File: src/hdl/flvp_pkg.sv
package flvp_pkg;

  localparam int unsigned CFG_IDX_W = 1;
  localparam int unsigned CFG_DATA_W = 8;

  localparam logic [CFG_IDX_W-1:0] CFG_AUDIO_CODE = 1'd0;
  localparam logic [CFG_IDX_W-1:0] CFG_VIDEO_CODE = 1'd1;

  localparam logic [7:0] AUDIO_CODE_RST = 8'd8;
  localparam logic [7:0] VIDEO_CODE_RST = 8'd9;

  // File signature bytes 'F', 'L', 'V'.
  localparam logic [7:0] SIG_F = 8'h46;
  localparam logic [7:0] SIG_L = 8'h4C;
  localparam logic [7:0] SIG_V = 8'h56;

  localparam logic [2:0] EV_FILE_HDR  = 3'd0;
  localparam logic [2:0] EV_TAG_HDR   = 3'd1;
  localparam logic [2:0] EV_VIDEO_HDR = 3'd2;
  localparam logic [2:0] EV_PAYLOAD   = 3'd3;
  localparam logic [2:0] EV_TAG_END   = 3'd4;
  localparam logic [2:0] EV_BAD_SIG   = 3'd5;
  localparam logic [2:0] EV_BAD_TYPE  = 3'd6;
  localparam logic [2:0] EV_BAD_RSVD  = 3'd7;

  typedef struct packed {
    logic [2:0]  event_kind;
    logic [7:0]  file_version;
    logic [7:0]  file_flags;
    logic [31:0] header_offset;
    logic [31:0] first_prev_size;
    logic [7:0]  tag_kind;
    logic [23:0] body_size;
    logic [23:0] time_stamp;
    logic [7:0]  video_header;
    logic [7:0]  payload_value;
    logic [31:0] trailer_length;
  } result_t;

endpackage

File: src/hdl/flvp_in_stage.sv
module flvp_in_stage
  import flvp_pkg::*;
(
  input  logic       clk,
  input  logic       rst_n,
  input  logic       in_valid,
  input  logic [7:0] in_data_byte,
  output logic       in_stall,
  input  logic       slot_free,
  output logic       take,
  output logic [7:0] byte_q
);

  logic       valid_r;
  logic [7:0] byte_r;

  assign in_stall = valid_r && !slot_free;
  assign take     = valid_r && slot_free;
  assign byte_q   = byte_r;

  always_ff @(posedge clk) begin
    if (!rst_n) begin
      valid_r <= 1'b0;
    end else if (!in_stall) begin
      valid_r <= in_valid;
    end
  end

  always_ff @(posedge clk) begin
    if (!in_stall && in_valid) begin
      byte_r <= in_data_byte;
    end
  end

endmodule

File: src/hdl/flvp_parser.sv
module flvp_parser
  import flvp_pkg::*;
(
  input  logic       clk,
  input  logic       rst_n,
  input  logic       take,
  input  logic [7:0] byte_q,
  input  logic [7:0] audio_code,
  input  logic [7:0] video_code,
  output logic       res_load,
  output result_t    res
);

  typedef enum logic [3:0] {
    PH_SIG, PH_VER, PH_FLAGS, PH_OFFSET, PH_PREV0, PH_TYPE, PH_SIZE,
    PH_TIME, PH_RSVD, PH_SKIP, PH_VHDR, PH_PAYLOAD, PH_TRAILER, PH_STOP
  } phase_t;

  localparam logic [1:0] LAST_OF_3 = 2'd2;
  localparam logic [1:0] LAST_OF_4 = 2'd3;

  phase_t      phase_r, phase_nxt;
  logic [1:0]  cnt_r, cnt_nxt;
  logic [23:0] remain_r, remain_nxt;
  logic [7:0]  type_r, type_nxt;
  logic [23:0] size_r, size_nxt;
  logic [23:0] time_r, time_nxt;
  logic [31:0] acc_r, acc_nxt;
  logic [7:0]  ver_r, ver_nxt;
  logic [7:0]  flags_r, flags_nxt;
  logic [31:0] offset_r, offset_nxt;

  logic [31:0] acc_shift;
  logic [23:0] remain_dec;
  logic [1:0]  cnt_inc;

  assign acc_shift  = {acc_r[23:0], byte_q};
  assign remain_dec = remain_r - 24'd1;
  assign cnt_inc    = cnt_r + 2'd1;

  always_comb begin
    phase_nxt  = phase_r;
    cnt_nxt    = cnt_r;
    remain_nxt = remain_r;
    type_nxt   = type_r;
    size_nxt   = size_r;
    time_nxt   = time_r;
    acc_nxt    = acc_r;
    ver_nxt    = ver_r;
    flags_nxt  = flags_r;
    offset_nxt = offset_r;
    res_load   = 1'b0;
    res        = '0;
    if (take) begin
      unique case (phase_r)
        PH_SIG: begin
          acc_nxt = acc_shift;
          cnt_nxt = cnt_inc;
          if (cnt_r == LAST_OF_3) begin
            cnt_nxt = 2'd0;
            if (acc_shift[23:0] != {SIG_F, SIG_L, SIG_V}) begin
              phase_nxt      = PH_STOP;
              res_load       = 1'b1;
              res.event_kind = EV_BAD_SIG;
            end else begin
              acc_nxt   = '0;
              phase_nxt = PH_VER;
            end
          end
        end
        PH_VER: begin
          ver_nxt   = byte_q;
          phase_nxt = PH_FLAGS;
        end
        PH_FLAGS: begin
          flags_nxt = byte_q;
          phase_nxt = PH_OFFSET;
          cnt_nxt   = 2'd0;
          acc_nxt   = '0;
        end
        PH_OFFSET: begin
          acc_nxt = acc_shift;
          cnt_nxt = cnt_inc;
          if (cnt_r == LAST_OF_4) begin
            offset_nxt = acc_shift;
            cnt_nxt    = 2'd0;
            acc_nxt    = '0;
            phase_nxt  = PH_PREV0;
          end
        end
        PH_PREV0: begin
          acc_nxt = acc_shift;
          cnt_nxt = cnt_inc;
          if (cnt_r == LAST_OF_4) begin
            res_load            = 1'b1;
            res.event_kind      = EV_FILE_HDR;
            res.file_version    = ver_r;
            res.file_flags      = flags_r;
            res.header_offset   = offset_r;
            res.first_prev_size = acc_shift;
            cnt_nxt             = 2'd0;
            acc_nxt             = '0;
            phase_nxt           = PH_TYPE;
          end
        end
        PH_TYPE: begin
          type_nxt = byte_q;
          if (byte_q != audio_code && byte_q != video_code) begin
            phase_nxt      = PH_STOP;
            res_load       = 1'b1;
            res.event_kind = EV_BAD_TYPE;
            res.tag_kind   = byte_q;
          end else begin
            cnt_nxt   = 2'd0;
            acc_nxt   = '0;
            phase_nxt = PH_SIZE;
          end
        end
        PH_SIZE: begin
          acc_nxt = acc_shift;
          cnt_nxt = cnt_inc;
          if (cnt_r == LAST_OF_3) begin
            size_nxt  = acc_shift[23:0];
            cnt_nxt   = 2'd0;
            acc_nxt   = '0;
            phase_nxt = PH_TIME;
          end
        end
        PH_TIME: begin
          acc_nxt = acc_shift;
          cnt_nxt = cnt_inc;
          if (cnt_r == LAST_OF_3) begin
            time_nxt  = acc_shift[23:0];
            cnt_nxt   = 2'd0;
            acc_nxt   = '0;
            phase_nxt = PH_RSVD;
          end
        end
        PH_RSVD: begin
          acc_nxt = acc_shift;
          cnt_nxt = cnt_inc;
          if (cnt_r == LAST_OF_4) begin
            res_load = 1'b1;
            if (acc_shift != 32'd0) begin
              phase_nxt      = PH_STOP;
              res.event_kind = EV_BAD_RSVD;
            end else begin
              res.event_kind = EV_TAG_HDR;
              res.tag_kind   = type_r;
              res.body_size  = size_r;
              res.time_stamp = time_r;
              remain_nxt     = size_r;
              cnt_nxt        = 2'd0;
              acc_nxt        = '0;
              // An empty body goes straight to the trailer; audio wins a tie.
              if (size_r == 24'd0) begin
                phase_nxt = PH_TRAILER;
              end else if (type_r == audio_code) begin
                phase_nxt = PH_SKIP;
              end else begin
                phase_nxt = PH_VHDR;
              end
            end
          end
        end
        PH_SKIP: begin
          remain_nxt = remain_dec;
          if (remain_dec == 24'd0) begin
            phase_nxt = PH_TRAILER;
            cnt_nxt   = 2'd0;
            acc_nxt   = '0;
          end
        end
        PH_VHDR: begin
          res_load         = 1'b1;
          res.event_kind   = EV_VIDEO_HDR;
          res.video_header = byte_q;
          remain_nxt       = remain_dec;
          phase_nxt        = (remain_dec == 24'd0) ? PH_TRAILER : PH_PAYLOAD;
          cnt_nxt          = 2'd0;
          acc_nxt          = '0;
        end
        PH_PAYLOAD: begin
          res_load          = 1'b1;
          res.event_kind    = EV_PAYLOAD;
          res.payload_value = byte_q;
          remain_nxt        = remain_dec;
          if (remain_dec == 24'd0) begin
            phase_nxt = PH_TRAILER;
            cnt_nxt   = 2'd0;
            acc_nxt   = '0;
          end
        end
        PH_TRAILER: begin
          acc_nxt = acc_shift;
          cnt_nxt = cnt_inc;
          if (cnt_r == LAST_OF_4) begin
            res_load           = 1'b1;
            res.event_kind     = EV_TAG_END;
            res.trailer_length = acc_shift;
            cnt_nxt            = 2'd0;
            acc_nxt            = '0;
            phase_nxt          = PH_TYPE;
          end
        end
        PH_STOP: begin
          phase_nxt = PH_STOP;
        end
        default: begin
          phase_nxt = PH_STOP;
        end
      endcase
    end
  end

  always_ff @(posedge clk) begin
    if (!rst_n) begin
      phase_r  <= PH_SIG;
      cnt_r    <= 2'd0;
      remain_r <= '0;
      type_r   <= '0;
      size_r   <= '0;
      time_r   <= '0;
      acc_r    <= '0;
      ver_r    <= '0;
      flags_r  <= '0;
      offset_r <= '0;
    end else begin
      phase_r  <= phase_nxt;
      cnt_r    <= cnt_nxt;
      remain_r <= remain_nxt;
      type_r   <= type_nxt;
      size_r   <= size_nxt;
      time_r   <= time_nxt;
      acc_r    <= acc_nxt;
      ver_r    <= ver_nxt;
      flags_r  <= flags_nxt;
      offset_r <= offset_nxt;
    end
  end

`ifndef SYNTHESIS
  a_stop_sticky: assert property (@(posedge clk) disable iff (!rst_n)
    phase_r == PH_STOP |=> phase_r == PH_STOP)
    else $error("parser left the stopped state");
  a_body_nonempty: assert property (@(posedge clk) disable iff (!rst_n)
    (phase_r == PH_SKIP || phase_r == PH_VHDR || phase_r == PH_PAYLOAD)
      |-> remain_r != 24'd0)
    else $error("body phase with no bytes left");
  a_no_event_idle: assert property (@(posedge clk) disable iff (!rst_n)
    !take |-> !res_load)
    else $error("event produced without a byte");
`endif

endmodule

File: src/hdl/flvp_out_stage.sv
module flvp_out_stage
  import flvp_pkg::*;
(
  input  logic    clk,
  input  logic    rst_n,
  input  logic    res_load,
  input  result_t res,
  input  logic    out_stall,
  output logic    out_valid,
  output result_t res_q,
  output logic    slot_free
);

  logic    valid_r;
  result_t res_r;

  assign slot_free = !valid_r || !out_stall;
  assign out_valid = valid_r;
  assign res_q     = res_r;

  always_ff @(posedge clk) begin
    if (!rst_n) begin
      valid_r <= 1'b0;
    end else if (slot_free) begin
      valid_r <= res_load;
    end
  end

  always_ff @(posedge clk) begin
    if (res_load) begin
      res_r <= res;
    end
  end

`ifndef SYNTHESIS
  a_load_needs_slot: assert property (@(posedge clk) disable iff (!rst_n)
    res_load |-> slot_free)
    else $error("result loaded over a waiting result");
`endif

endmodule

File: src/hdl/flv_tag_parser_top.sv
// Channel  Direction  Handshake             Payload
// in       input      in_valid / in_stall   in_data_byte
// out      output     out_valid / out_stall out_event_kind .. out_trailer_length
// cfg      input      cfg_we                cfg_index, cfg_wdata
//
// One byte per cycle is taken while in_stall is low; a result passes from the input register through the
// parser into the result register before it can transfer. The parser's phase and field update per byte sets that rate.
// Synchronous active-low reset returns the parser to the signature check.
// A stall on a waiting result holds the result register and, in the same cycle, the
// input register when that register holds a byte.
module flv_tag_parser_top
  import flvp_pkg::*;
(
  input  logic                  clk,
  input  logic                  rst_n,
  input  logic                  in_valid,
  input  logic [7:0]            in_data_byte,
  output logic                  in_stall,
  output logic                  out_valid,
  input  logic                  out_stall,
  output logic [2:0]            out_event_kind,
  output logic [7:0]            out_file_version,
  output logic [7:0]            out_file_flags,
  output logic [31:0]           out_header_offset,
  output logic [31:0]           out_first_prev_size,
  output logic [7:0]            out_tag_kind,
  output logic [23:0]           out_body_size,
  output logic [23:0]           out_time_stamp,
  output logic [7:0]            out_video_header,
  output logic [7:0]            out_payload_value,
  output logic [31:0]           out_trailer_length,
  input  logic                  cfg_we,
  input  logic [CFG_IDX_W-1:0]  cfg_index,
  input  logic [CFG_DATA_W-1:0] cfg_wdata
);

  logic [7:0] audio_code_r;
  logic [7:0] video_code_r;
  logic       slot_free;
  logic       take;
  logic [7:0] byte_q;
  logic       res_load;
  result_t    res;
  result_t    res_q;

  always_ff @(posedge clk) begin
    if (!rst_n) begin
      audio_code_r <= AUDIO_CODE_RST;
      video_code_r <= VIDEO_CODE_RST;
    end else if (cfg_we) begin
      unique case (cfg_index)
        CFG_AUDIO_CODE: audio_code_r <= cfg_wdata;
        CFG_VIDEO_CODE: video_code_r <= cfg_wdata;
        default: ;
      endcase
    end
  end

  flvp_in_stage u_in (
    .clk          (clk),
    .rst_n        (rst_n),
    .in_valid     (in_valid),
    .in_data_byte (in_data_byte),
    .in_stall     (in_stall),
    .slot_free    (slot_free),
    .take         (take),
    .byte_q       (byte_q)
  );

  flvp_parser u_parser (
    .clk        (clk),
    .rst_n      (rst_n),
    .take       (take),
    .byte_q     (byte_q),
    .audio_code (audio_code_r),
    .video_code (video_code_r),
    .res_load   (res_load),
    .res        (res)
  );

  flvp_out_stage u_out (
    .clk       (clk),
    .rst_n     (rst_n),
    .res_load  (res_load),
    .res       (res),
    .out_stall (out_stall),
    .out_valid (out_valid),
    .res_q     (res_q),
    .slot_free (slot_free)
  );

  assign out_event_kind      = res_q.event_kind;
  assign out_file_version    = res_q.file_version;
  assign out_file_flags      = res_q.file_flags;
  assign out_header_offset   = res_q.header_offset;
  assign out_first_prev_size = res_q.first_prev_size;
  assign out_tag_kind        = res_q.tag_kind;
  assign out_body_size       = res_q.body_size;
  assign out_time_stamp      = res_q.time_stamp;
  assign out_video_header    = res_q.video_header;
  assign out_payload_value   = res_q.payload_value;
  assign out_trailer_length  = res_q.trailer_length;

endmodule
File: config.mk
export PLATFORM = sky130hd
export DESIGN_NAME = flv_tag_parser_top
export DESIGN_NICKNAME = d
export VERILOG_FILES = /design/src/hdl/flvp_pkg.sv /design/src/hdl/flvp_in_stage.sv /design/src/hdl/flvp_parser.sv /design/src/hdl/flvp_out_stage.sv /design/src/hdl/flv_tag_parser_top.sv
export SDC_FILE = /design/constraint.sdc
export NUM_CORES = 1
export LEC_CHECK = 0
export ABC_CLOCK_PERIOD_IN_PS = 14650
export BUFFER_PORTS_ARGS = -buffer_cell sky130_fd_sc_hd__clkbuf_2
export CORE_UTILIZATION = 23
export DETAILED_ROUTE_END_ITERATION = 7
export GPL_TIMING_DRIVEN = 0
export PLACE_DENSITY = 0.39
export SLEW_MARGIN = 30
export SYNTH_ARGS = -nofsm -noshare
export SYNTH_HDL_FRONTEND = slang
export SYNTH_SLANG_ARGS = --single-unit
File: constraint.sdc
create_clock -name clk -period 14.65 [get_ports clk]
set_input_delay 2.1975 -clock clk [delete_from_list [all_inputs] [get_ports clk]]
set_output_delay 2.1975 -clock clk [all_outputs]
set_load 0.005 [all_outputs]
[After elaboration in Yosys (flattened, before gate mapping)]
Index checks and enable logic that the tools add are counted.
Operators by class
  add/sub/neg operators: 2
  equal/unequal tests: 27
  multiplexer cells: 50
  bitwise operators: 4
  reductions and logical operators: 42
Operators with widths (count)
  2-to-1 mux 24 bit: 10
  case mux 24 bit (7 select lines): 1
  2-to-1 mux 56 bit: 2
  logical NOT 24 bit: 2
  case mux 24 bit (2 select lines): 1
  case mux 4 bit (11 select lines): 1
  2-to-1 mux 4 bit: 10
  nonzero test 32 bit: 1
  2-to-1 mux 3 bit: 8
  inequality test 24 x 23 -> 1 bit (second input constant): 1
  subtractor 24 x 1 -> 24 bit (second input constant): 1
  case mux 3 bit (7 select lines): 1
  == test 4 bit (second input constant): 5
  == test 4 x 3 -> 1 bit (second input constant): 4
  inequality test 8 bit: 2
  case mux 8 bit (2 select lines): 1
  AND reduction 3 bit: 5
  2-to-1 mux 2 bit: 7
  inequality test 2 x 1 -> 1 bit (second input constant): 7
  AND reduction 2 bit: 7
  case mux 2 bit (6 select lines): 1
  AND reduction 4 bit: 3
  OR reduction 3 bit: 4
  OR reduction 2 bit: 5
  19 further kinds: 35
Storage, ports and cells
  register bits: 371
  input bits: 22
  output and inout bits: 189
  logic and storage cells: 151

[Logic depth before layout (Yosys ltp)]
Gate-level depths: netlist of the first run.
  depth after elaboration: 6
  gate-level depth with buffers: 11
  mapped depth without buffers: 9

[Cells and area by module]
Synthesis of the first run repeated with hierarchy kept, for this count alone.
Unflattened totals
  cell total of the unflattened synthesis: 1476
  area, all modules: 15468.6 µm²
Modules (own cells, without submodules)
  flvp_parser: instances 1, cells each 1207, area an instance 8886.0 µm², sequential area each 3163.0 µm²
  flvp_out_stage: instances 1, cells each 191, area an instance 5650.4 µm², sequential area each 5635.4 µm²
  flv_tag_parser_top: instances 1, cells each 65, area an instance 638.1 µm², sequential area each 320.3 µm²
  flvp_in_stage: instances 1, cells each 13, area an instance 294.0 µm², sequential area each 260.2 µm²

[Worst setup path before layout of the first run]
OpenSTA, ideal clock, no wires.
  path kind: in2reg
  start point: in out_stall
  end point: reg u_out.res_r, in the netlist u_out.res_q[0] (enable)
  library setup time: 0.796 ns
  arrival time: 11.439 ns
  required time: 13.854 ns
  path slack: 2.415 ns
  stages on the path: 3
  path buffers: 0
  path through: nand2_1 -> nand2_2 -> a21oi_1
On the way
  word-level cells in the longest chain between the ends: 4
Ends and longest elaborated chain
  start, declared: line flv_tag_parser_top.sv:20  | input logic out_stall,
  logical NOT 1 bit: line flvp_out_stage.sv:17  | assign slot_free = !valid_r || !out_stall;
  logical OR 1 bit: line flvp_out_stage.sv:17
  logical AND 1 bit: line flvp_in_stage.sv:18  | assign take = valid_r && slot_free;
  2-to-1 mux 1 bit: line flvp_parser.sv:54  | if (take) begin
  net res_load: line flv_tag_parser_top.sv:42  | logic res_load;
  end signal, assigned: line flvp_out_stage.sv:31  | res_r <= res;
  end, declared: line flvp_out_stage.sv:15  | result_t res_r;
The timed path passes the listed nets, and every way through them passes these cells.
A chain may end at the register's enable or synchronous reset.

[Final worst setup path of the first run]
  start point: in out_stall
  end point: out in_stall
On the way
  word-level cells in the longest chain between the ends: 4
Ends and longest elaborated chain
  logical NOT 1 bit: line flvp_out_stage.sv:17
  logical OR 1 bit: line flvp_out_stage.sv:17
  logical NOT 1 bit: line flvp_in_stage.sv:17  | assign in_stall = valid_r && !slot_free;
  logical AND 1 bit: line flvp_in_stage.sv:17
  end, declared: line flv_tag_parser_top.sv:18  | output logic in_stall,
Every way passes these cells.

==> summary.txt, run 1 <==
CTS
  • Root Driver: clkbuf_16
  • Postcts setup bufs: 0
  • CTS max path bufs: 3
  • CTS resizes: 0
  • Clk sinks: 371
  • Cts-stage hold buffer count: 0
  • Number of buffers created by CTS: 45
  • Skew-Pair Late Insertion Delay: 0.58 ns
  • CTS tree: yes
  • Worst-path clk slew: 0.06 ns
  • CTS H-tree lvls: 2

Critical path
  • Maximum fanout along the worst path: 3
  • Crit-path slowest cell: and3_1
  • Crit path buf inv count: 2
  • Critical path's largest stage delay: 0.21 ns
  • WP data required: 12.45 ns
  • Cell chain of the critical path: clkbuf_2 -> and3_1 -> clkbuf_2
  • Crit end category: output port
  • Startpoint Class: primary input
  • Critical setup path kind: primary input to output port
  • Family with the most delay on the worst path: buffers and inverters
  • CP most frequent cell: clkbuf_2
  • Worst Path Arrival: 2.66 ns

Placed design
  • Dpl cells: 2,557
  • DP Area: 18,010 um2
  • Hpwl dp: 38.80 mm
  • Port Buffers: 210
  • Final Wtd Congestion: 0.8699

Yosys
  • Cell Area, Synth: 15,550 um2
  • Post-synth EDFFs: 195
  • Syn Nets: 1,498
  • Main synth FF type: edfxtp_1
  • Post-synth cell types: 77
  • Synth warnings: 0
  • Cells after Synth: 1,470
  • Synthesized flop and latch total: 371
  • Syn avg cell area: 10.58 um2
  • Register area share after synthesis: 0.6031
  • Asr flop ratio synth: 0

Finish
  • Final instance area: 19,460 um2
  • Final #Nets: 1,768
  • Final core utilization: 0.2933
  • Commonest cells after routing, fill and taps aside: nand2_1, clkbuf_2, edfxtp_1
  • Commonest non-fill, non-tap cell in the layout: nand2_1
  • Final Instance Count excl. Fillers: 2,642
  • Area grow syn2layout: 25.10%
  • Layout cell share with drive strength beyond 1: 0.1947

Floorplanning
  • Row count: 94
  • I/O pin total: 211
  • Die height: 262.0 um
  • Die width: 262.0 um
  • Starting Density: 0.2345
  • Core area: 66,330 um2
  • Die area: 68,660 um2

Detailed routing
  • Final WL: 54.38 mm
  • Vias: 12,060
  • WL/cell: 20.58 um
  • # DRC: 0
  • 1st-pass router iterations: 5
  • Antenna violation net count after detailed routing: 0
  • Initial DRC Count: 881
  • Vias per inst: 4.565

Timing
  • Final min period: 4.854 ns
  • Final worst path period share: 0.3313
  • Fmax: 206.0 MHz
  • Setup violators final: 0
  • Worst Tran Pin Value: 0.9561 ns
  • Unrepaired setup endpoints after global routing: no
  • Hold Fails Final Rpt: 0
  • Setup TNS: 0 ns
  • Max-Slew Margin vs Limit: 0.3626
  • Final Skew: 0.02096 ns
  • Final Slew Violations: 0

Power
  • Clock power share: 0.469
  • Sw Pwr: 556.2 uW
  • Sequential share of power: 0.479
  • Int Pwr: 1775 uW
  • VDD IR-drop max: 0.00009435 V
  • Switch share: 0.2386
  • Share of total power in combinational logic: 0.052
  • Power Total: 2331 uW
  • PD cells: 119.8 nW/um2
  • Leak pwr: 0.007050 uW

Global routing
  • Gr usage total: 0.1560
  • Largest net degree at the start of global routing: 22
  • Vias in the first global route: 11,770
  • Gr ovfl total: 0
  • First-pass GRT wire length: 78.74 mm
  • Initial antenna violation count: 0

Hold path
  • Hold Path Class: flop to flop

Outcome
  • Status: finished clean

Flow run
  • Max-cap check violation count: 0
==> Yosys cell counts, types with 4 or more instances <==
cell / number / area, um2
a22o_2: 4 / 40.04
edfxtp_1: 195 / 5856
clkbuf_1: 94 / 352.8
nor2_1: 80 / 300.3
ha_1: 6 / 75.07
nor2b_1: 4 / 25.02
nand4_1: 9 / 56.30
o21a_1: 7 / 52.55
o22ai_1: 5 / 31.28
nand2_1: 242 / 908.4
a21oi_1: 155 / 775.7
buf_6: 6 / 67.56
nor4_1: 25 / 156.4
a31oi_1: 7 / 43.79
o21ai_0: 28 / 140.1
nand3_1: 36 / 180.2
or4_1: 6 / 45.04
o221a_2: 5 / 56.30
o211ai_1: 4 / 30.03
a22oi_1: 11 / 82.58
a211oi_1: 6 / 45.04
inv_1: 15 / 56.30
nor3_1: 17 / 85.08
nand2b_1: 4 / 25.02
and2_1: 136 / 850.8
dfxtp_1: 176 / 3523
a22o_1: 20 / 175.2
and3_1: 57 / 356.6
xor2_1: 17 / 148.9
bufbuf_16: 5 / 162.7
or3_1: 4 / 25.02
xnor2_1: 11 / 96.34
mux2i_1: 8 / 80.08
==> stage by stage <==
stage / hold WS (ns) / worst slack (ns)
2_1_floorplan: 0.4317 / 2.415
3_3_place_gp: 0.4394 / -2.704
3_5_place_dp: 0.4429 / 9.810
4_1_cts: 0.4510 / 9.811
5_1_grt: 0.4661 / 9.772
6_report: 0.4504 / 9.796
==> flip-flops by register name, indices dropped and copies added, names as in the netlist, 4 cells and up <==
signal,flops
u_parser.flags_r,8
u_parser.time_r,24
u_in.byte_q,8
video_code_r,8
u_parser.size_r,24
u_parser.acc_r,24
u_parser.offset_r,32
audio_code_r,8
u_out.res_q,187
u_parser.ver_r,8
u_parser.type_r,8
u_parser.phase_r,4
u_parser.remain_r,24
==> kinds of logic (layout without fill, tap and decap cells) <==
logic type	count (synthesis)	count (layout)	synth area share
compound gates	284	284	0.1150
mux	8	8	0.005149
buf+inv	131	438	0.04658
flops	371	371	0.6031
other cells	0	1	0
xor+xnor	28	28	0.01577
simple gates	642	642	0.2096
fa+ha+maj	6	6	0.004827
==> power groups by stage <==
stage | sequential [uW] | clock [uW] | combinational (uW)
2_1_floorplan | 1140 | 0 | 64.1
3_3_place_gp | 1150 | 0 | 115
3_5_place_dp | 1140 | 0 | 122
4_1_cts | 1120 | 1130 | 122
5_1_grt | 1120 | 1170 | 132
6_report | 1120 | 1090 | 122
==> worst paths after layout <==
check	from	end	slack (ns)	cells past startpoint
hold / removal	u_parser.offset_r[24]	u_parser.offset_r[24]	0.45	2
hold reg to reg	u_parser.offset_r[24]	u_parser.offset_r[24]	0.45	2
setup / recovery	out_stall	in_stall	9.80	3
setup reg to reg	u_in.byte_q[2]	u_out.res_q[77]	10.77	12
==> metal layers <==
metal / global-route usage / part of all wire / up-vias
met3: 0.03385 / 0.056 / 84
met4: 0.05026 / 0.028 / 0
li1: - / - / 5748
met1: 0.1996 / 0.44 / 5882
met5: 0 / 0 / -
met2: 0.2608 / 0.48 / 346
==> worst reg2reg max path: cells and delay by family (launching register included) <==
kind / cells / cell delay, ns
xor gates and xnor gates: 1 / 0.13
DFF: 1 / 0.32
AOI/OAI and AO/OA: 3 / 0.97
and+or+nand+nor: 2 / 0.69
buffers and inverters: 6 / 1.52
==> layout make-up <==
cell class | count | area (um2)
well taps | 864 | 1081
plain buffers | 115 | 668.1
flip-flops and latches | 371 | 9379
multi-input cells | 968 | 5485
clock buffers | 58 | 1226
diodes | 1 | 2.502
inverters | 16 | 60.06
repair buffers | 223 | 1344
clock inverters | 26 | 210.2
fillers | 7044 | 46880
(Power assumes the default switching activity.)
==> inputs of run 2 (changes only) <==
- ABC_CLOCK_PERIOD_IN_PS: 14650 -> 4000
- PLACE_DENSITY: 0.39 -> 0.4
- clock period: 14.65 -> 4 ns (I/O delays scaled with it)
==> run 2 against run 1 <==
Compared with the run above: count of clock-buffer cells in the layout up 6; clock skew shrank 0.0061 ns; largest power group unchanged; critical path type is now flop to flop; die area did not move; total power increased to 3.6 times the previous value; sequential cell count stayed put; critical endpoint is now u_out.res_q[75]; final cell count decreased by 0.11%; routed wire length shrank 0.56%; worst hold slack worse by 0.24 ns.
==> summary.txt, run 2 (synthesis results as in run 1) <==
CTS
  • Postcts setup bufs: 0 (unchanged)
  • CTS max path bufs: 3 (unchanged)
  • CTS H-tree lvls: 2 (unchanged)
  • Number of buffers created by CTS: 44 (was 45)
  • Worst-path clk slew: 0.05 ns (was 0.06 ns)
  • Cts-stage hold buffer count: 0 (unchanged)
  • Skew-Pair Late Insertion Delay: 0.57 ns (was 0.58 ns)
  • Clk sinks: 371 (unchanged)
  • CTS resizes: 0 (unchanged)
  • CTS tree: yes (unchanged)
  • Root Driver: clkbuf_16 (unchanged)

Global routing
  • Initial antenna violation count: 0 (unchanged)
  • First-pass GRT wire length: 78.18 mm (was 78.74 mm)
  • Gr usage total: 0.1554 (was 0.1560)
  • Gr ovfl total: 0 (unchanged)
  • Largest net degree at the start of global routing: 23 (was 22)
  • Vias in the first global route: 11,480 (was 11,770)

Timing
  • Unrepaired setup endpoints after global routing: no (unchanged)
  • Max-Slew Margin vs Limit: 0.3221 (was 0.3626)
  • Final Slew Violations: 0 (unchanged)
  • Fmax: 275.0 MHz
  • Hold Slack: 0.2153 ns (was 0.4504 ns)
  • Final WS setup: 0.3641 ns (was 9.796 ns)
  • Hold Fails Final Rpt: 0 (unchanged)
  • Final worst path period share: 0.9090
  • Worst Tran Pin Value: 1.017 ns (was 0.9561 ns)
  • Final Skew: 0.01485 ns (was 0.02096 ns)
  • Final min period: 3.636 ns
  • Setup violators final: 0 (unchanged)

Finish
  • Fillers: 7,012 (was 7,044)
  • N_diodes: 0 (was 1)
  • Largest register FFs: 187 (unchanged)
  • Commonest cells after routing, fill and taps aside: nand2_1, clkbuf_2, edfxtp_1 (unchanged)
  • Final core utilization: 0.2921 (was 0.2933)
  • Final #Nets: 1,767 (was 1,768)
  • Final Instance Count excl. Fillers: 2,639 (was 2,642)
  • Commonest non-fill, non-tap cell in the layout: nand2_1 (unchanged)
  • Area grow syn2layout: 24.60% (was 25.10%)
  • Layout cell share with drive strength beyond 1: 0.1966 (was 0.1947)

Power
  • Sequential share of power: 0.489 (was 0.479)
  • Sw Pwr: 1953 uW (was 556.2 uW)
  • PD cells: 431.7 nW/um2 (was 119.8 nW/um2)
  • Switch share: 0.2335 (was 0.2386)
  • Leak pwr: 0.007042 uW (was 0.007050 uW)
  • Clock power share: 0.458 (was 0.469)
  • Int Pwr: 6412 uW (was 1775 uW)
  • VDD IR-drop max: 0.0002333 V (was 0.00009435 V)
  • Share of total power in combinational logic: 0.053 (was 0.052)
  • Power Total: 8365 uW (was 2331 uW)

Critical path
  • Startpoint Class: flop (was primary input)
  • Cell chain of the critical path: clkbuf_2 -> nor4_1 -> nand4_1 -> nor3_2 -> and3_1 -> clkbuf_1 -> clkbuf_1 -> and3_1 (was clkbuf_2 -> and3_1 -> clkbuf_2)
  • Worst Path Arrival: 4.04 ns (was 2.66 ns)
  • Reg2Reg Setup Slack: 0.36 ns (was 10.77 ns)
  • Worst R2R Path Depth: 8 (was 12)
  • Critical setup path kind: flop to flop (was primary input to output port)
  • Maximum fanout along the worst path: 10 (was 3)
  • WP data required: 4.41 ns (was 12.45 ns)
  • RR Endpoint: u_out.res_q[75] (was u_out.res_q[77])
  • Critical path's largest stage delay: 0.63 ns (was 0.21 ns)
  • Crit end category: flop (was output port)
  • Crit-path slowest cell: nor3_2 (was and3_1)
  • Critical R2R Launch: u_in.byte_q[7] (was u_in.byte_q[2])

Outcome
  • Status: finished clean (unchanged)

Floorplanning
  • Core area: 66,330 um2 (unchanged)
  • Starting Density: 0.2345 (unchanged)
  • Die width: 262.0 um (unchanged)
  • Row count: 94 (unchanged)
  • I/O pin total: 211 (unchanged)
  • Die height: 262.0 um (unchanged)
  • Die area: 68,660 um2 (unchanged)

Detailed routing
  • WL/cell: 20.49 um (was 20.58 um)
  • # DRC: 0 (unchanged)
  • Vias per inst: 4.556 (was 4.565)
  • Antenna violation net count after detailed routing: 0 (unchanged)
  • 1st-pass router iterations: 5 (unchanged)
  • Initial DRC Count: 794 (was 881)
  • Vias: 12,020 (was 12,060)
  • Final WL: 54.07 mm (was 54.38 mm)

Placed design
  • Port Buffers: 210 (unchanged)
  • Post-Place Setup Slack: 0.3659 ns (was 9.810 ns)
  • Dpl cells: 2,557 (unchanged)
  • Final Wtd Congestion: 0.8860 (was 0.8699)
  • Hpwl dp: 38.80 mm (about the same)

Hold path
  • Hold depth: 1 (was 2)
  • Hold Crit Start: in_data_byte[7] (was u_parser.offset_r[24])
  • Hold Path Class: primary input to flop (was flop to flop)
  • Min-Delay Endpoint: u_in.byte_q[7] (was u_parser.offset_r[24])

Flow run
  • Max-cap check violation count: 0 (unchanged)
[run 2: cell count changes in the layout (fill, tap and decap cells not counted), sizes merged]
cell / before / now
bufinv: 2 / 0
clkbuf: 367 / 373
clkinv: 18 / 16
clkinvlp: 5 / 2
diode: 1 / 0
inv: 17 / 16
[run 2: layer usage]
metal	global-route usage	share of wire	vias up
met5	0	0	-
met4	0.04239	0.021	0
met3	0.02691	0.051	74
met2	0.2622	0.48	374
met1	0.2040	0.44	5839
li1	-	-	5736
[run 2: cell type report]
| cell class | count | area (um2) | share of cell area |
|---|---|---|---|
| Sequential cell | 371 | 9379 | 0.4840 |
| Multi-Input combinational cell | 968 | 5490 | 0.2833 |
| Timing Repair Buffer | 223 | 1314 | 0.06779 |
| Clock buffer | 64 | 1279 | 0.06599 |
| Tap cell | 864 | 1081 | 0.05579 |
| Buffer | 115 | 676.9 | 0.03493 |
| Clock inverter | 18 | 98.84 | 0.005101 |
| Inverter | 16 | 60.06 | 0.003099 |
[run 2: critical path, delay by kind of cell, from the launching register on]
kind                   cells  cell delay, ns
and+or+nand+nor            5            1.83
buffers and inverters      3            1.28
DFF                        1            0.35
[run 2: worst max path at each step]
stage	from	endpoint	cells past startpoint
after global placement	u_in.byte_q[7]	u_out.res_q[77]	7
after floorplan	u_in.byte_q[6]	u_out.res_q[0]	7
final	u_in.byte_q[7]	u_out.res_q[75]	8
after CTS	u_in.byte_q[7]	u_out.res_q[71]	8
after detailed placement	u_in.byte_q[7]	u_out.res_q[71]	8
after global routing	u_in.byte_q[7]	u_out.res_q[71]	8
[run 2: per-stage QoR]
stage               cell area [um2]  setup TNS [ns]
floorplan                     15580         -144.87
global placement              17710         -514.82
detailed placement            17990               0
CTS                           19370               0
global route                  19380               0
finish                        19380               0
[run 2: power groups by stage]
stage          sequential [uW]  clock (uW)  combinational, uW
2_1_floorplan             4160           0                238
3_3_place_gp              4180           0                427
3_5_place_dp              4170           0                446
4_1_cts                   4090        3960                447
5_1_grt                   4100        4100                480
6_report                  4090        3830                445
==> inputs of run 3 (changes only) <==
- CORE_MARGIN: not set -> 1.5
- PLACE_DENSITY: 0.4 -> not set
- PLACE_DENSITY_LB_ADDON: not set -> 0.05
==> run 3 against run 2 <==
Compared with the run above: global-route usage is 0.60 points higher; sequential power about the same; clock skew grew 0.0030 ns; critical endpoint is now u_out.res_q[98]; sequential cell count unchanged; die area is 0.76% higher; critical path type unchanged; cell area grew 0.25%; via count about the same.
==> summary.txt, run 3 (synthesis results as in run 1) <==
Finish
  • Final Instance Count excl. Fillers: 2,651 (was 2,639)
  • Commonest non-fill, non-tap cell in the layout: nand2_1 (unchanged)
  • Final instance area: 19,430 um2 (was 19,380 um2)
  • Area grow syn2layout: 24.91% (was 24.60%)
  • Final #Nets: 1,770 (was 1,767)
  • Layout cell share with drive strength beyond 1: 0.1986 (was 0.1966)
  • Largest register FFs: 187 (unchanged)
  • Commonest cells after routing, fill and taps aside: nand2_1, clkbuf_2, edfxtp_1 (unchanged)

Power
  • VDD IR-drop max: 0.0002563 V (was 0.0002333 V)
  • PD cells: 441.8 nW/um2 (was 431.7 nW/um2)
  • Power Total: 8582 uW (was 8365 uW)
  • Leak pwr: 0.007075 uW (was 0.007042 uW)

CTS
  • Worst-path clk slew: 0.06 ns (was 0.05 ns)
  • Number of buffers created by CTS: 46 (was 44)
  • Cts-stage hold buffer count: 0 (unchanged)
  • CTS H-tree lvls: 2 (unchanged)
  • Clk sinks: 371 (unchanged)
  • CTS tree: yes (unchanged)
  • CTS max path bufs: 3 (unchanged)
  • Skew-Pair Late Insertion Delay: 0.58 ns (was 0.57 ns)
  • Root Driver: clkbuf_16 (unchanged)

Critical path
  • Maximum fanout along the worst path: 10 (unchanged)
  • Critical path's largest stage delay: 0.63 ns (about the same)
  • Crit end category: flop (unchanged)
  • Worst R2R Path Depth: 9 (was 8)
  • Startpoint Class: flop (unchanged)
  • RR Endpoint: u_out.res_q[98] (was u_out.res_q[75])
  • WP data required: 4.41 ns (about the same)
  • Cell chain of the critical path: clkbuf_2 -> nor4_1 -> nand4_1 -> nor3_2 -> and3_1 -> clkbuf_1 -> clkbuf_1 -> a22oi_1 -> nor2_1 (was clkbuf_2 -> nor4_1 -> nand4_1 -> nor3_2 -> and3_1 -> clkbuf_1 -> clkbuf_1 -> and3_1)
  • Reg2Reg Setup Slack: 0.24 ns (was 0.36 ns)
  • Crit-path slowest cell: clkbuf_1 (was nor3_2)
  • Critical setup path kind: flop to flop (unchanged)
  • Critical R2R Launch: u_in.byte_q[7] (unchanged)
  • CP most frequent cell: clkbuf_1
  • Worst Path Arrival: 4.17 ns (was 4.04 ns)

Global routing
  • Vias in the first global route: 12,120 (was 11,480)
  • Largest net degree at the start of global routing: 22 (was 23)
  • Gr ovfl total: 0 (unchanged)
  • First-pass GRT wire length: 83.21 mm (was 78.18 mm)
  • Gr usage total: 0.1614 (was 0.1554)
  • Initial antenna violation count: 0 (unchanged)

Floorplanning
  • I/O pin total: 211 (unchanged)
  • Die width: 263.0 um (was 262.0 um)
  • Core area: 67,040 um2 (was 66,330 um2)
  • Row count: 95 (was 94)
  • Die height: 263.0 um (was 262.0 um)
  • Die area: 69,190 um2 (was 68,660 um2)
  • Starting Density: 0.2320 (was 0.2345)

Timing
  • Setup violators final: 0 (unchanged)
  • Final Slew Violations: 0 (unchanged)
  • Hold Slack: 0.2017 ns (was 0.2153 ns)
  • Hold Fails Final Rpt: 0 (unchanged)
  • Fmax: 265.9 MHz (was 275.0 MHz)
  • Final Skew: 0.01788 ns (was 0.01485 ns)
  • Setup TNS: 0 ns (unchanged)
  • Unrepaired setup endpoints after global routing: no (unchanged)
  • Final min period: 3.761 ns (was 3.636 ns)
  • Max-Slew Margin vs Limit: 0.3172 (was 0.3221)
  • Worst Tran Pin Value: 1.016 ns (was 1.017 ns)
  • Final worst path period share: 0.9402 (was 0.9090)

Hold path
  • Min-Delay Endpoint: u_in.byte_q[7] (unchanged)
  • Hold depth: 1 (unchanged)
  • Hold Path Class: primary input to flop (unchanged)
  • Hold Crit Start: in_data_byte[7] (unchanged)

Flow run
  • Max-cap check violation count: 0 (unchanged)

Placed design
  • Hpwl dp: 40.22 mm (was 38.80 mm)
  • Dpl cells: 2,566 (was 2,557)
  • Final Wtd Congestion: 0.8556 (was 0.8860)
  • DP Area: 17,980 um2 (was 17,990 um2)
  • Port Buffers: 210 (unchanged)

Detailed routing
  • Vias per inst: 4.539 (was 4.556)
  • # DRC: 0 (unchanged)
  • Vias: 12,030 (was 12,020)
  • Antenna violation net count after detailed routing: 0 (unchanged)
  • Initial DRC Count: 666 (was 794)
  • 1st-pass router iterations: 5 (unchanged)
  • Final WL: 56.83 mm (was 54.07 mm)
  • WL/cell: 21.44 um (was 20.49 um)

Outcome
  • Status: finished clean (unchanged)
==> run 3: changes by cell type in the layout (fill, tap and decap cells not counted), moves of 2 or more <==
cell / before / now
clkbuf_8: 8 / 5
clkinv_1: 9 / 5
buf_4: 2 / 4
clkbuf_2: 223 / 225
buf_16: 6 / 4
clkbuf_1: 96 / 98
clkbuf_16: 46 / 48
bufinv_16: 0 / 2
==> run 3: where the power goes <==
part	internal (uW)	leakage, uW	switching, uW
clock network	2380	0.000701	1670
registers	4050	0.00319	44.9
logic	146	0.00318	299
total	6570	0.00707	2010
==> run 3: worst max path at each step <==
stage          slack, ns      startpoint  cells after the start               to
6_report            0.24  u_in.byte_q[7]                      9  u_out.res_q[98]
5_1_grt             0.08  u_in.byte_q[0]                      9  u_out.res_q[98]
4_1_cts            0.009  u_in.byte_q[7]                     13  u_out.res_q[87]
3_5_place_dp        0.03  u_in.byte_q[7]                     13  u_out.res_q[76]
3_3_place_gp       -3.11  u_in.byte_q[7]                      7  u_out.res_q[76]
2_1_floorplan      -0.77  u_in.byte_q[6]                      7   u_out.res_q[0]
==> run 3: layout make-up <==
class	count	area, um2
timing repair buffer	224	1289
inverter	16	60.06
fill	7110	47610
multi-input combinational	968	5490
buffer	115	679.4
clock buffer	67	1303
antenna	1	2.502
tap	873	1092
clock inverter	16	131.4
sequential	371	9379
==> run 3: repair_timing <==
action | CTS | global route
pin swaps | 1 | 1
setup endpoints to repair | 3 | 21
buffers inserted | 0 | 1
resized for setup | 0 | 0
==> run 3: metrics by stage <==
stage	setup slack, ns	util
after detailed placement	0.02534	0.2682
after CTS	0.009001	0.2896
after floorplan	-0.7747	-
final	0.2391	0.2898
after global placement	-3.107	0.2644
after global routing	0.08260	0.2897
==> run 3: worst max-delay path: cells and delay by family (launching register included) <==
family	cells	cell delay (ns)
simple gates	5	1.73
buf+inv	3	1.31
compound gates	1	0.18
flops	1	0.35
==> run 3: metal layers <==
metal | share of wire | GRT usage | routed length, um
met3 | 0.046 | 0.02862 | 2593
met2 | 0.48 | 0.2693 | 27080
met4 | 0.025 | 0.04671 | 1422
met1 | 0.45 | 0.2131 | 25730
met5 | 0 | 0 | 0
